**src/sv/sstf_request_queue_top_assert.svh**
```systemverilog
// ----------------------------------------------------------------------------
// SSTF request queue assertion macros
// Concurrent checks on clk, disabled while rst_n is low.
// ----------------------------------------------------------------------------
`ifndef SSTF_REQUEST_QUEUE_TOP_ASSERT_SVH
`define SSTF_REQUEST_QUEUE_TOP_ASSERT_SVH

// same-cycle implication
`define SSTF_ASSERT_NOW(label, ante, cons, msg) \
  label: assert property (@(posedge clk) disable iff (!rst_n) (ante) |-> (cons)) \
    else $error(msg);

// next-cycle implication
`define SSTF_ASSERT_NEXT(label, ante, cons, msg) \
  label: assert property (@(posedge clk) disable iff (!rst_n) (ante) |=> (cons)) \
    else $error(msg);

`endif

```
**src/sv/sstf_rq_pkg.sv**
```systemverilog
// ----------------------------------------------------------------------------
// SSTF request queue package
// Field widths, codes, entry layout and the seek distance function.
// ----------------------------------------------------------------------------
package sstf_rq_pkg;

  localparam int SECTOR_W = 48;
  localparam int TAG_W    = 8;
  localparam int COUNT_W  = 6;
  localparam int STATUS_W = 2;

  typedef enum logic {
    OP_ADD      = 1'b0,
    OP_DISPATCH = 1'b1
  } op_t;

  typedef enum logic [STATUS_W-1:0] {
    ST_OK    = 2'd0,
    ST_FULL  = 2'd1,
    ST_EMPTY = 2'd2
  } status_t;

  typedef enum logic [2:0] {
    S_IDLE,
    S_DISP,
    S_HEAD,
    S_SCAN,
    S_SHIFT,
    S_SHIFT_LAST,
    S_INSERT,
    S_RESP
  } state_t;

  typedef struct packed {
    logic [SECTOR_W-1:0] sector;
    logic [TAG_W-1:0]    tag;
  } entry_t;

  function automatic logic [SECTOR_W-1:0] seek_dist(input logic [SECTOR_W-1:0] a,
                                                    input logic [SECTOR_W-1:0] b);
    logic [SECTOR_W-1:0] ab;
    logic [SECTOR_W-1:0] ba;
    ab = a - b;
    ba = b - a;
    return (a >= b) ? ab : ba;
  endfunction

endpackage

```
**src/sv/sstf_rq_in_if.sv**
```systemverilog
// ----------------------------------------------------------------------------
// SSTF request queue input channel
// Valid/ready channel carrying add and dispatch transactions.
// ----------------------------------------------------------------------------
interface sstf_rq_in_if
  import sstf_rq_pkg::*;
();
  logic                valid;
  logic                ready;
  logic                opcode;
  logic [SECTOR_W-1:0] req_sector;
  logic [TAG_W-1:0]    req_tag;

  modport source (output valid, output opcode, output req_sector, output req_tag,
                  input ready);
  modport sink   (input valid, input opcode, input req_sector, input req_tag,
                  output ready);
endinterface

```
**src/sv/sstf_rq_out_if.sv**
```systemverilog
// ----------------------------------------------------------------------------
// SSTF request queue result channel
// Valid/ready channel carrying one result transaction per input transaction.
// ----------------------------------------------------------------------------
interface sstf_rq_out_if
  import sstf_rq_pkg::*;
();
  logic                valid;
  logic                ready;
  logic [STATUS_W-1:0] status;
  logic                out_valid;
  logic [SECTOR_W-1:0] out_sector;
  logic [TAG_W-1:0]    out_tag;
  logic [COUNT_W-1:0]  queue_count;

  modport source (output valid, output status, output out_valid, output out_sector,
                  output out_tag, output queue_count, input ready);
  modport sink   (input valid, input status, input out_valid, input out_sector,
                  input out_tag, input queue_count, output ready);
endinterface

```
**src/sv/sstf_rq_ram.sv**
```systemverilog
// ----------------------------------------------------------------------------
// SSTF request queue RAM
// Simple dual-port RAM, one write and one registered read port.
// ----------------------------------------------------------------------------
module sstf_rq_ram #(
  parameter int WIDTH = 56,
  parameter int DEPTH = 32
) (
  input  logic                     clk,
  input  logic                     we,
  input  logic [$clog2(DEPTH)-1:0] waddr,
  input  logic [WIDTH-1:0]         wdata,
  input  logic [$clog2(DEPTH)-1:0] raddr,
  output logic [WIDTH-1:0]         rdata
);
  logic [WIDTH-1:0] mem [DEPTH];

  always_ff @(posedge clk) begin
    if (we) begin
      mem[waddr] <= wdata;
    end
    rdata <= mem[raddr];
  end
endmodule

```
**src/sv/sstf_request_queue_top.sv**
```systemverilog
// ----------------------------------------------------------------------------
// SSTF request queue
// Circular buffer in RAM kept in seek order; adds scan then shift up.
// Dispatch reads the head entry, then returns it; an empty or rejected transaction
// goes straight to the result. An add scans up to the new entry's place, then
// shifts the rest up; at the tail it writes the entry with no shift. The single RAM
// read port reads one entry per cycle.
// One transaction at a time; the next is taken while a result waits.
// Synchronous reset empties the queue and zeroes the last dispatched sector.
// ----------------------------------------------------------------------------
module sstf_request_queue_top
  import sstf_rq_pkg::*;
#(
  parameter int QUEUE_DEPTH = 32
) (
  input  logic           clk,
  input  logic           rst_n,
  sstf_rq_in_if.sink     in_chan,
  sstf_rq_out_if.source  out_chan
);
  localparam int AW = $clog2(QUEUE_DEPTH);
  localparam int CW = $clog2(QUEUE_DEPTH + 1);
  localparam logic [AW:0]   DEPTH_A = (AW+1)'(QUEUE_DEPTH);
  localparam logic [CW-1:0] DEPTH_C = CW'(QUEUE_DEPTH);

  state_t              state_r, state_nxt;
  op_t                 op_r, op_nxt;
  logic [SECTOR_W-1:0] sec_r, sec_nxt;
  logic [TAG_W-1:0]    tag_r, tag_nxt;
  logic [AW-1:0]       head_r, head_nxt;
  logic [CW-1:0]       count_r, count_nxt;
  logic [SECTOR_W-1:0] last_r, last_nxt;
  logic [SECTOR_W-1:0] prev_r, prev_nxt;
  logic [AW-1:0]       j_r, j_nxt;
  logic [AW-1:0]       pos_r, pos_nxt;
  logic [AW-1:0]       k_r, k_nxt;
  logic                wb_v_r, wb_v_nxt;
  status_t             status_r, status_nxt;
  logic                dsp_v_r, dsp_v_nxt;
  logic [SECTOR_W-1:0] dsp_sec_r, dsp_sec_nxt;
  logic [TAG_W-1:0]    dsp_tag_r, dsp_tag_nxt;
  logic                res_v_r, res_v_nxt;
  status_t             res_status_r, res_status_nxt;
  logic                res_dv_r, res_dv_nxt;
  logic [SECTOR_W-1:0] res_sec_r, res_sec_nxt;
  logic [TAG_W-1:0]    res_tag_r, res_tag_nxt;
  logic [COUNT_W-1:0]  res_count_r, res_count_nxt;

  logic          mem_we;
  logic [AW-1:0] mem_waddr;
  logic [AW-1:0] mem_raddr;
  entry_t        mem_wdata;
  entry_t        mem_rdata;

  logic          accept;
  op_t           in_op;
  logic          res_free;
  logic          is_empty;
  logic          is_full;
  logic [CW-1:0] cnt_m1;
  logic          near;
  logic          hit;

  function automatic logic [AW-1:0] phys(input logic [AW-1:0] head,
                                         input logic [AW-1:0] off);
    logic [AW:0] sum;
    sum = {1'b0, head} + {1'b0, off};
    if (sum >= DEPTH_A) begin
      sum = sum - DEPTH_A;
    end
    return sum[AW-1:0];
  endfunction

  sstf_rq_ram #(
    .WIDTH ($bits(entry_t)),
    .DEPTH (QUEUE_DEPTH)
  ) u_ram (
    .clk   (clk),
    .we    (mem_we),
    .waddr (mem_waddr),
    .wdata (mem_wdata),
    .raddr (mem_raddr),
    .rdata (mem_rdata)
  );

  assign accept   = in_chan.valid && in_chan.ready;
  assign in_op    = op_t'(in_chan.opcode);
  assign res_free = !res_v_r || out_chan.ready;
  assign is_empty = (count_r == '0);
  assign is_full  = (count_r == DEPTH_C);
  assign cnt_m1   = count_r - CW'(1);
  assign near     = seek_dist(sec_r, last_r) < seek_dist(mem_rdata.sector, last_r);
  assign hit      = seek_dist(prev_r, mem_rdata.sector) > seek_dist(prev_r, sec_r);

  // next state
  always_comb begin
    state_nxt = state_r;
    case (state_r)
      S_IDLE: begin
        if (accept) begin
          if (in_op == OP_DISPATCH) begin
            state_nxt = is_empty ? S_RESP : S_DISP;
          end else begin
            state_nxt = (is_full || is_empty) ? S_RESP : S_HEAD;
          end
        end
      end
      S_DISP: state_nxt = S_RESP;
      S_HEAD: begin
        if (near) begin
          state_nxt = S_SHIFT;
        end else if (count_r == CW'(1)) begin
          state_nxt = S_INSERT;
        end else begin
          state_nxt = S_SCAN;
        end
      end
      S_SCAN: begin
        if (hit) begin
          state_nxt = S_SHIFT;
        end else if (j_r == cnt_m1[AW-1:0]) begin
          state_nxt = S_INSERT;
        end
      end
      S_SHIFT: begin
        if (k_r == pos_r) begin
          state_nxt = S_SHIFT_LAST;
        end
      end
      S_SHIFT_LAST: state_nxt = S_INSERT;
      S_INSERT:     state_nxt = S_RESP;
      S_RESP: begin
        if (res_free) begin
          state_nxt = S_IDLE;
        end
      end
      default: state_nxt = S_IDLE;
    endcase
  end

  // handshake and RAM port control
  always_comb begin
    in_chan.ready = 1'b0;
    mem_we        = 1'b0;
    mem_waddr     = phys(head_r, pos_r);
    mem_wdata     = '{sector: sec_r, tag: tag_r};
    mem_raddr     = head_r;
    case (state_r)
      S_IDLE: begin
        in_chan.ready = 1'b1;
        if (accept && in_op == OP_ADD && is_empty) begin
          mem_we    = 1'b1;
          mem_waddr = head_r;
          mem_wdata = '{sector: in_chan.req_sector, tag: in_chan.req_tag};
        end
      end
      S_HEAD: mem_raddr = phys(head_r, AW'(1));
      S_SCAN: mem_raddr = phys(head_r, j_r + AW'(1));
      S_SHIFT: begin
        mem_raddr = phys(head_r, k_r);
        mem_we    = wb_v_r;
        mem_waddr = phys(head_r, k_r + AW'(2));
        mem_wdata = mem_rdata;
      end
      S_SHIFT_LAST: begin
        mem_we    = 1'b1;
        mem_waddr = phys(head_r, pos_r + AW'(1));
        mem_wdata = mem_rdata;
      end
      S_INSERT: mem_we = 1'b1;
      default: ;
    endcase
  end

  // datapath
  always_comb begin
    op_nxt         = op_r;
    sec_nxt        = sec_r;
    tag_nxt        = tag_r;
    head_nxt       = head_r;
    count_nxt      = count_r;
    last_nxt       = last_r;
    prev_nxt       = prev_r;
    j_nxt          = j_r;
    pos_nxt        = pos_r;
    k_nxt          = k_r;
    wb_v_nxt       = wb_v_r;
    status_nxt     = status_r;
    dsp_v_nxt      = dsp_v_r;
    dsp_sec_nxt    = dsp_sec_r;
    dsp_tag_nxt    = dsp_tag_r;
    res_v_nxt      = res_v_r && !out_chan.ready;
    res_status_nxt = res_status_r;
    res_dv_nxt     = res_dv_r;
    res_sec_nxt    = res_sec_r;
    res_tag_nxt    = res_tag_r;
    res_count_nxt  = res_count_r;
    case (state_r)
      S_IDLE: begin
        if (accept) begin
          op_nxt      = in_op;
          sec_nxt     = in_chan.req_sector;
          tag_nxt     = in_chan.req_tag;
          status_nxt  = ST_OK;
          dsp_v_nxt   = 1'b0;
          dsp_sec_nxt = '0;
          dsp_tag_nxt = '0;
          if (in_op == OP_DISPATCH) begin
            if (is_empty) begin
              status_nxt = ST_EMPTY;
            end
          end else if (is_full) begin
            status_nxt = ST_FULL;
          end else if (is_empty) begin
            count_nxt = CW'(1);
          end
        end
      end
      S_DISP: begin
        dsp_v_nxt   = 1'b1;
        dsp_sec_nxt = mem_rdata.sector;
        dsp_tag_nxt = mem_rdata.tag;
        last_nxt    = mem_rdata.sector;
        head_nxt    = phys(head_r, AW'(1));
        count_nxt   = cnt_m1;
      end
      S_HEAD: begin
        prev_nxt = mem_rdata.sector;
        j_nxt    = AW'(1);
        k_nxt    = cnt_m1[AW-1:0];
        wb_v_nxt = 1'b0;
        pos_nxt  = near ? '0 : AW'(1);
      end
      S_SCAN: begin
        prev_nxt = mem_rdata.sector;
        j_nxt    = j_r + AW'(1);
        k_nxt    = cnt_m1[AW-1:0];
        wb_v_nxt = 1'b0;
        pos_nxt  = hit ? j_r : count_r[AW-1:0];
      end
      S_SHIFT: begin
        wb_v_nxt = 1'b1;
        if (k_r != pos_r) begin
          k_nxt = k_r - AW'(1);
        end
      end
      S_INSERT: count_nxt = count_r + CW'(1);
      S_RESP: begin
        if (res_free) begin
          res_v_nxt      = 1'b1;
          res_status_nxt = status_r;
          res_dv_nxt     = dsp_v_r;
          res_sec_nxt    = dsp_sec_r;
          res_tag_nxt    = dsp_tag_r;
          res_count_nxt  = COUNT_W'(count_r);
        end
      end
      default: ;
    endcase
  end

  always_ff @(posedge clk) begin
    if (!rst_n) begin
      state_r <= S_IDLE;
      head_r  <= '0;
      count_r <= '0;
      last_r  <= '0;
      res_v_r <= 1'b0;
    end else begin
      state_r <= state_nxt;
      head_r  <= head_nxt;
      count_r <= count_nxt;
      last_r  <= last_nxt;
      res_v_r <= res_v_nxt;
    end
  end

  always_ff @(posedge clk) begin
    op_r         <= op_nxt;
    sec_r        <= sec_nxt;
    tag_r        <= tag_nxt;
    prev_r       <= prev_nxt;
    j_r          <= j_nxt;
    pos_r        <= pos_nxt;
    k_r          <= k_nxt;
    wb_v_r       <= wb_v_nxt;
    status_r     <= status_nxt;
    dsp_v_r      <= dsp_v_nxt;
    dsp_sec_r    <= dsp_sec_nxt;
    dsp_tag_r    <= dsp_tag_nxt;
    res_status_r <= res_status_nxt;
    res_dv_r     <= res_dv_nxt;
    res_sec_r    <= res_sec_nxt;
    res_tag_r    <= res_tag_nxt;
    res_count_r  <= res_count_nxt;
  end

  assign out_chan.valid       = res_v_r;
  assign out_chan.status      = res_status_r;
  assign out_chan.out_valid   = res_dv_r;
  assign out_chan.out_sector  = res_sec_r;
  assign out_chan.out_tag     = res_tag_r;
  assign out_chan.queue_count = res_count_r;

`include "sstf_request_queue_top_assert.svh"

  `SSTF_ASSERT_NOW(a_count_bound, 1'b1, count_r <= DEPTH_C, "queue count above depth")
  `SSTF_ASSERT_NEXT(a_empty_dispatch, accept && in_op == OP_DISPATCH && is_empty, state_r == S_RESP && status_r == ST_EMPTY && count_r == '0, "empty dispatch not reported")
  `SSTF_ASSERT_NEXT(a_insert_count, state_r == S_INSERT, count_r == $past(count_r) + CW'(1) && state_r == S_RESP, "insert did not grow queue")
  `SSTF_ASSERT_NEXT(a_dispatch_op, state_r == S_DISP, op_r == OP_DISPATCH && dsp_v_r && last_r == dsp_sec_r, "dispatch transaction lost")

endmodule
```
**src/flat_wrapper.sv**
```systemverilog
// flat-port wrapper written by rule: the top's interface ports become plain ports
module sstf_request_queue_top_flat import sstf_rq_pkg::*;
#(
  parameter int QUEUE_DEPTH = 32
)
  (clk, rst_n, in_chan_valid, in_chan_opcode, in_chan_req_sector, in_chan_req_tag, in_chan_ready, out_chan_valid, out_chan_status, out_chan_out_valid, out_chan_out_sector, out_chan_out_tag, out_chan_queue_count, out_chan_ready);
  sstf_rq_in_if in_chan_i ();
  sstf_rq_out_if out_chan_i ();
  input  logic clk;
  input  logic rst_n;
  input wire logic [$bits(in_chan_i.valid)-1:0] in_chan_valid;
  input wire logic [$bits(in_chan_i.opcode)-1:0] in_chan_opcode;
  input wire logic [$bits(in_chan_i.req_sector)-1:0] in_chan_req_sector;
  input wire logic [$bits(in_chan_i.req_tag)-1:0] in_chan_req_tag;
  output wire logic [$bits(in_chan_i.ready)-1:0] in_chan_ready;
  output wire logic [$bits(out_chan_i.valid)-1:0] out_chan_valid;
  output wire logic [$bits(out_chan_i.status)-1:0] out_chan_status;
  output wire logic [$bits(out_chan_i.out_valid)-1:0] out_chan_out_valid;
  output wire logic [$bits(out_chan_i.out_sector)-1:0] out_chan_out_sector;
  output wire logic [$bits(out_chan_i.out_tag)-1:0] out_chan_out_tag;
  output wire logic [$bits(out_chan_i.queue_count)-1:0] out_chan_queue_count;
  input wire logic [$bits(out_chan_i.ready)-1:0] out_chan_ready;
  assign in_chan_i.valid = in_chan_valid;
  assign in_chan_i.opcode = in_chan_opcode;
  assign in_chan_i.req_sector = in_chan_req_sector;
  assign in_chan_i.req_tag = in_chan_req_tag;
  assign in_chan_ready = in_chan_i.ready;
  assign out_chan_valid = out_chan_i.valid;
  assign out_chan_status = out_chan_i.status;
  assign out_chan_out_valid = out_chan_i.out_valid;
  assign out_chan_out_sector = out_chan_i.out_sector;
  assign out_chan_out_tag = out_chan_i.out_tag;
  assign out_chan_queue_count = out_chan_i.queue_count;
  assign out_chan_i.ready = out_chan_ready;
  sstf_request_queue_top #(.QUEUE_DEPTH(QUEUE_DEPTH)) u_core (.clk(clk), .rst_n(rst_n), .in_chan(in_chan_i), .out_chan(out_chan_i));
endmodule
```
**config.mk**
```make
export PLATFORM = sky130hd
export DESIGN_NAME = sstf_request_queue_top_flat
export DESIGN_NICKNAME = d
export VERILOG_FILES = /design/src/sv/sstf_rq_pkg.sv /design/src/sv/sstf_rq_in_if.sv /design/src/sv/sstf_rq_out_if.sv /design/src/sv/sstf_rq_ram.sv /design/src/sv/sstf_request_queue_top.sv /design/src/flat_wrapper.sv
export VERILOG_INCLUDE_DIRS = /design/src /design/src/sv
export SDC_FILE = /design/constraint.sdc
export NUM_CORES = 2
export LEC_CHECK = 0
export ABC_AREA = 1
export BUFFER_PORTS_ARGS = -buffer_cell sky130_fd_sc_hd__buf_4
export CAP_MARGIN = 15
export CORE_MARGIN = 2
export CORE_UTILIZATION = 25
export CTS_BUF_LIST = sky130_fd_sc_hd__clkbuf_8
export DETAILED_ROUTE_END_ITERATION = 8
export HOLD_SLACK_MARGIN = 0.1
export SYNTH_ARGS = -nofsm -noshare
export SYNTH_HDL_FRONTEND = slang
export SYNTH_SLANG_ARGS = --single-unit
```
**constraint.sdc**
```tcl
create_clock -name clk -period 19.2 [get_ports clk]
set_input_delay 2.88 -clock clk [delete_from_list [all_inputs] [get_ports clk]]
set_output_delay 2.88 -clock clk [all_outputs]
set_load 0.03 [all_outputs]
```
==> run summary <==
DRT antenna net count -> 0
Slew @ Worst Pin -> 1.26 ns
FMAX -> 142 MHz
Congestion Overflow GR -> 0
I/O Buffers -> 127
async set-reset flop share out of synthesis -> 0
Cell Area, Synth -> 120,000 um2
status -> complete, no violations
WS Path Type -> flop to flop
Residual DRC -> 0
Slew Limit Fails -> 0
RePlAce Congestion -> 1.05
Slew HR -> 0.159
Clock Skew -> 0.127 ns
synth unique cells -> 46
Avg WL per Cell -> 24.9 um
Max Root-Sink Buffers -> 4
H-tree depth -> 5
final hold vios -> 0
CTS Buf Count -> 369
CP Max Fanout -> 60
yosys warns -> 0
Die Width -> 696 um
post-CTS sizing -> 0
CTS Sinks -> 2,155
crit path capture type -> flop
Core ar. -> 478,000 um2
FILL cells -> 50.7k
Core Rows -> 254
total die area -> 484,000 um2
EDFF count, synth -> 2,036
unrepaired setup endpoints after global routing -> false
Iteration-0 DRC Markers -> 11.8k
Avg Cell Area, Syn -> 8.88 um2
clk_lat worst skew -> 1.11 ns
hpwl dp -> 364,000 um
Initial Util -> 0.250
Seq cells post-synth -> 2,155
Synthesized Nets -> 14.0k
GRT Total Usage -> 0.200
Layout area overhead -> 13.0%
crit-path cells -> nor2_2, nand2_2, clkinv_1, nand2_1, o21ai_0, inv_1, ha_1, inv_1, fa_1, inv_1, or2_2, nand3_1, o21ai_1, a21oi_4, buf_4, inv_8, buf_4, buf_4, buf_4, nand3_1, nand3_1, nand2_1, nand2_1, nand2_1
Final Cycle Share -> 0.366
vias -> 99.1k
Die H -> 696 um
vias in the first global route -> 93.6k
Setup WS pre-CTS -> 11.31 ns
commonest non-fill, non-tap cell in the layout -> nand2_1
post-layout minimum cycle time -> 7.02 ns
cell family with most CP delay -> buffers and inverters
commonest cells after routing, fill and taps aside -> 3,571 x nand2_1, 2,036 x edfxtp_1, 1,814 x inv_1
cells after synthesis -> 13.5k
WP depth -> 24
Slowest-stage cell, CP -> buf_4
worst r2r path cells -> 24
first-pass GRT wire length -> 699,000 um
CP arrival -> 7.85 ns
Worst-path clk slew -> 0.06 ns
first-pass detailed-route iteration total -> 7
sequential fraction of the synthesis area -> 0.531
worst path bufs/invs -> 9
DR vias/cell -> 4.89
# IOs -> 128
Hold/Removal Path Class -> flop to flop
initial antenna violation count -> 40
hold_buf cts -> 0
CTS root buffer -> clkbuf_8
# nets final -> 14.1k
TNS Setup -> 0 ns
share of cells above drive strength 1 -> 0.0638
CP max stage delay -> 0.81 ns
crit path launch type -> flop
total of max-cap violations -> 0
post-CTS setup buffer count -> 0
CTS tree -> built
post-route setup slack -> 12.18 ns
Hold Path Depth -> 0
WP data required -> 20.03 ns
Main synth FF type -> edfxtp_1
pin count of the biggest net entering global routing -> 175
Routed WL -> 505,000 um
setup violators final -> 0
-- cells by family (layout without fill, tap and decap cells) --
kind of cell,count (synthesis),after routing,synth area share
buffers and inverters,2273,2645,0.0737
DFF,2155,2155,0.531
other,0,26,0
muxes,1,1,0.0000837
xor gates and xnor gates,339,339,0.0248
AOI/OAI and AO/OA,1737,1737,0.0780
and+or+nand+nor,6462,6462,0.239
adders and majority gates,509,509,0.0539
-- through the flow --
stage | instance area (um2) | util | hold WS [ns] | instances
detailed placement | 128000 | 0.268 | 0.405 | 19600
global placement | 128000 | 0.268 | 0.405 | 19600
finish | 135000 | 0.283 | 0.412 | 20300
CTS | 135000 | 0.283 | 0.408 | 20200
global route | 135000 | 0.283 | 0.423 | 20300
floorplan | 120000 | - | 0.400 | 13500
-- synth_stat cells (4+ instances only) --
cell type  count  area [um2]
nor2_1       696        2610
o21bai_1      62         465
or2_2         19         119
xor2_1       307        2690
nand2_2        4        25.0
a21oi_1      813        4070
buf_2        222        1110
inv_2         16        60.1
nand2_1     3573       13400
a31oi_1        9        56.3
o211ai_1      76         571
nand3_1     1495        7480
a21boi_0      18         135
nand3b_1     566        4250
o21a_1        12        90.1
a211oi_1       6        45.0
nor4_1        11        68.8
o22ai_1       56         350
dfxtp_1      119        2380
buf_1         60         225
nor3_1        46         230
nand4_1       44         275
xnor2_1       32         280
edfxtp_1    2036       61100
o21ai_0      612        3060
o21ai_1       31         155
clkbuf_1     298        1120
inv_1       1675        6290
fa_1          11         220
ha_1         498        6230
a21o_1        34         255
-- worst reg2reg max path, stage by stage, from the launching register on --
cell and delay, ns:
dfxtp_1 0.45, nor2_2 0.12, nand2_2 0.27, clkinv_1 0.33, nand2_1 0.15, o21ai_0 0.10, inv_1 0.08, ha_1 0.16
inv_1 0.06, fa_1 0.38, inv_1 0.09, or2_2 0.10, nand3_1 0.07, o21ai_1 0.17, a21oi_4 0.04, buf_4 0.31
inv_8 0.42, buf_4 0.77, buf_4 0.83, buf_4 0.84, nand3_1 0.24, nand3_1 0.21, nand2_1 0.23, nand2_1 0.14
nand2_1 0.25
-- sequential cells by signal (all words and copies together), names as in the netlist, 5 cells and up --
register,count
u_core.count_r,6
u_core.dsp_sec_r,48
u_core.dsp_tag_r,8
u_core.head_r,5
u_core.j_r,5
u_core.k_r,5
u_core.last_r,48
u_core.out_chan.out_sector,48
u_core.out_chan.out_tag,8
u_core.out_chan.queue_count,6
u_core.pos_r,5
u_core.prev_r,48
u_core.sec_r,48
u_core.tag_r,8
u_core.u_ram.mem,1792
u_core.u_ram.rdata,56
-- cell type report --
class / count / area, um2 / share of cell area
sequential: 2155 / 63500 / 0.470
multi-input combinational: 9048 / 48100 / 0.356
tap: 6400 / 8010 / 0.0592
inverter: 1692 / 6390 / 0.0472
clock buffer: 391 / 5380 / 0.0398
timing repair buffer: 283 / 2260 / 0.0167
clock inverter: 279 / 1430 / 0.0105
antenna: 26 / 65.1 / 0.000481
-- metal layers --
metal / up-vias / part of all wire / GRT usage
li1: 45300 / - / -
met5: - / 0.00038 / 0.00210
met3: 831 / 0.094 / 0.0454
met4: 12 / 0.049 / 0.0886
met2: 4758 / 0.44 / 0.306
met1: 48200 / 0.42 / 0.270
-- worst paths after layout --
path                         from                             end  slack (ns)
max             u_core.state_r[0]          u_core.u_ram.rdata[47]       12.18
min          u_core.dsp_sec_r[31]  u_core.out_chan.out_sector[31]        0.41
max reg2reg     u_core.state_r[0]          u_core.u_ram.rdata[47]       12.18
min reg2reg  u_core.dsp_sec_r[31]  u_core.out_chan.out_sector[31]        0.41
Power is not shown: default switching activity piles up to over one toggle a cycle in this logic, so the estimate is an artifact.
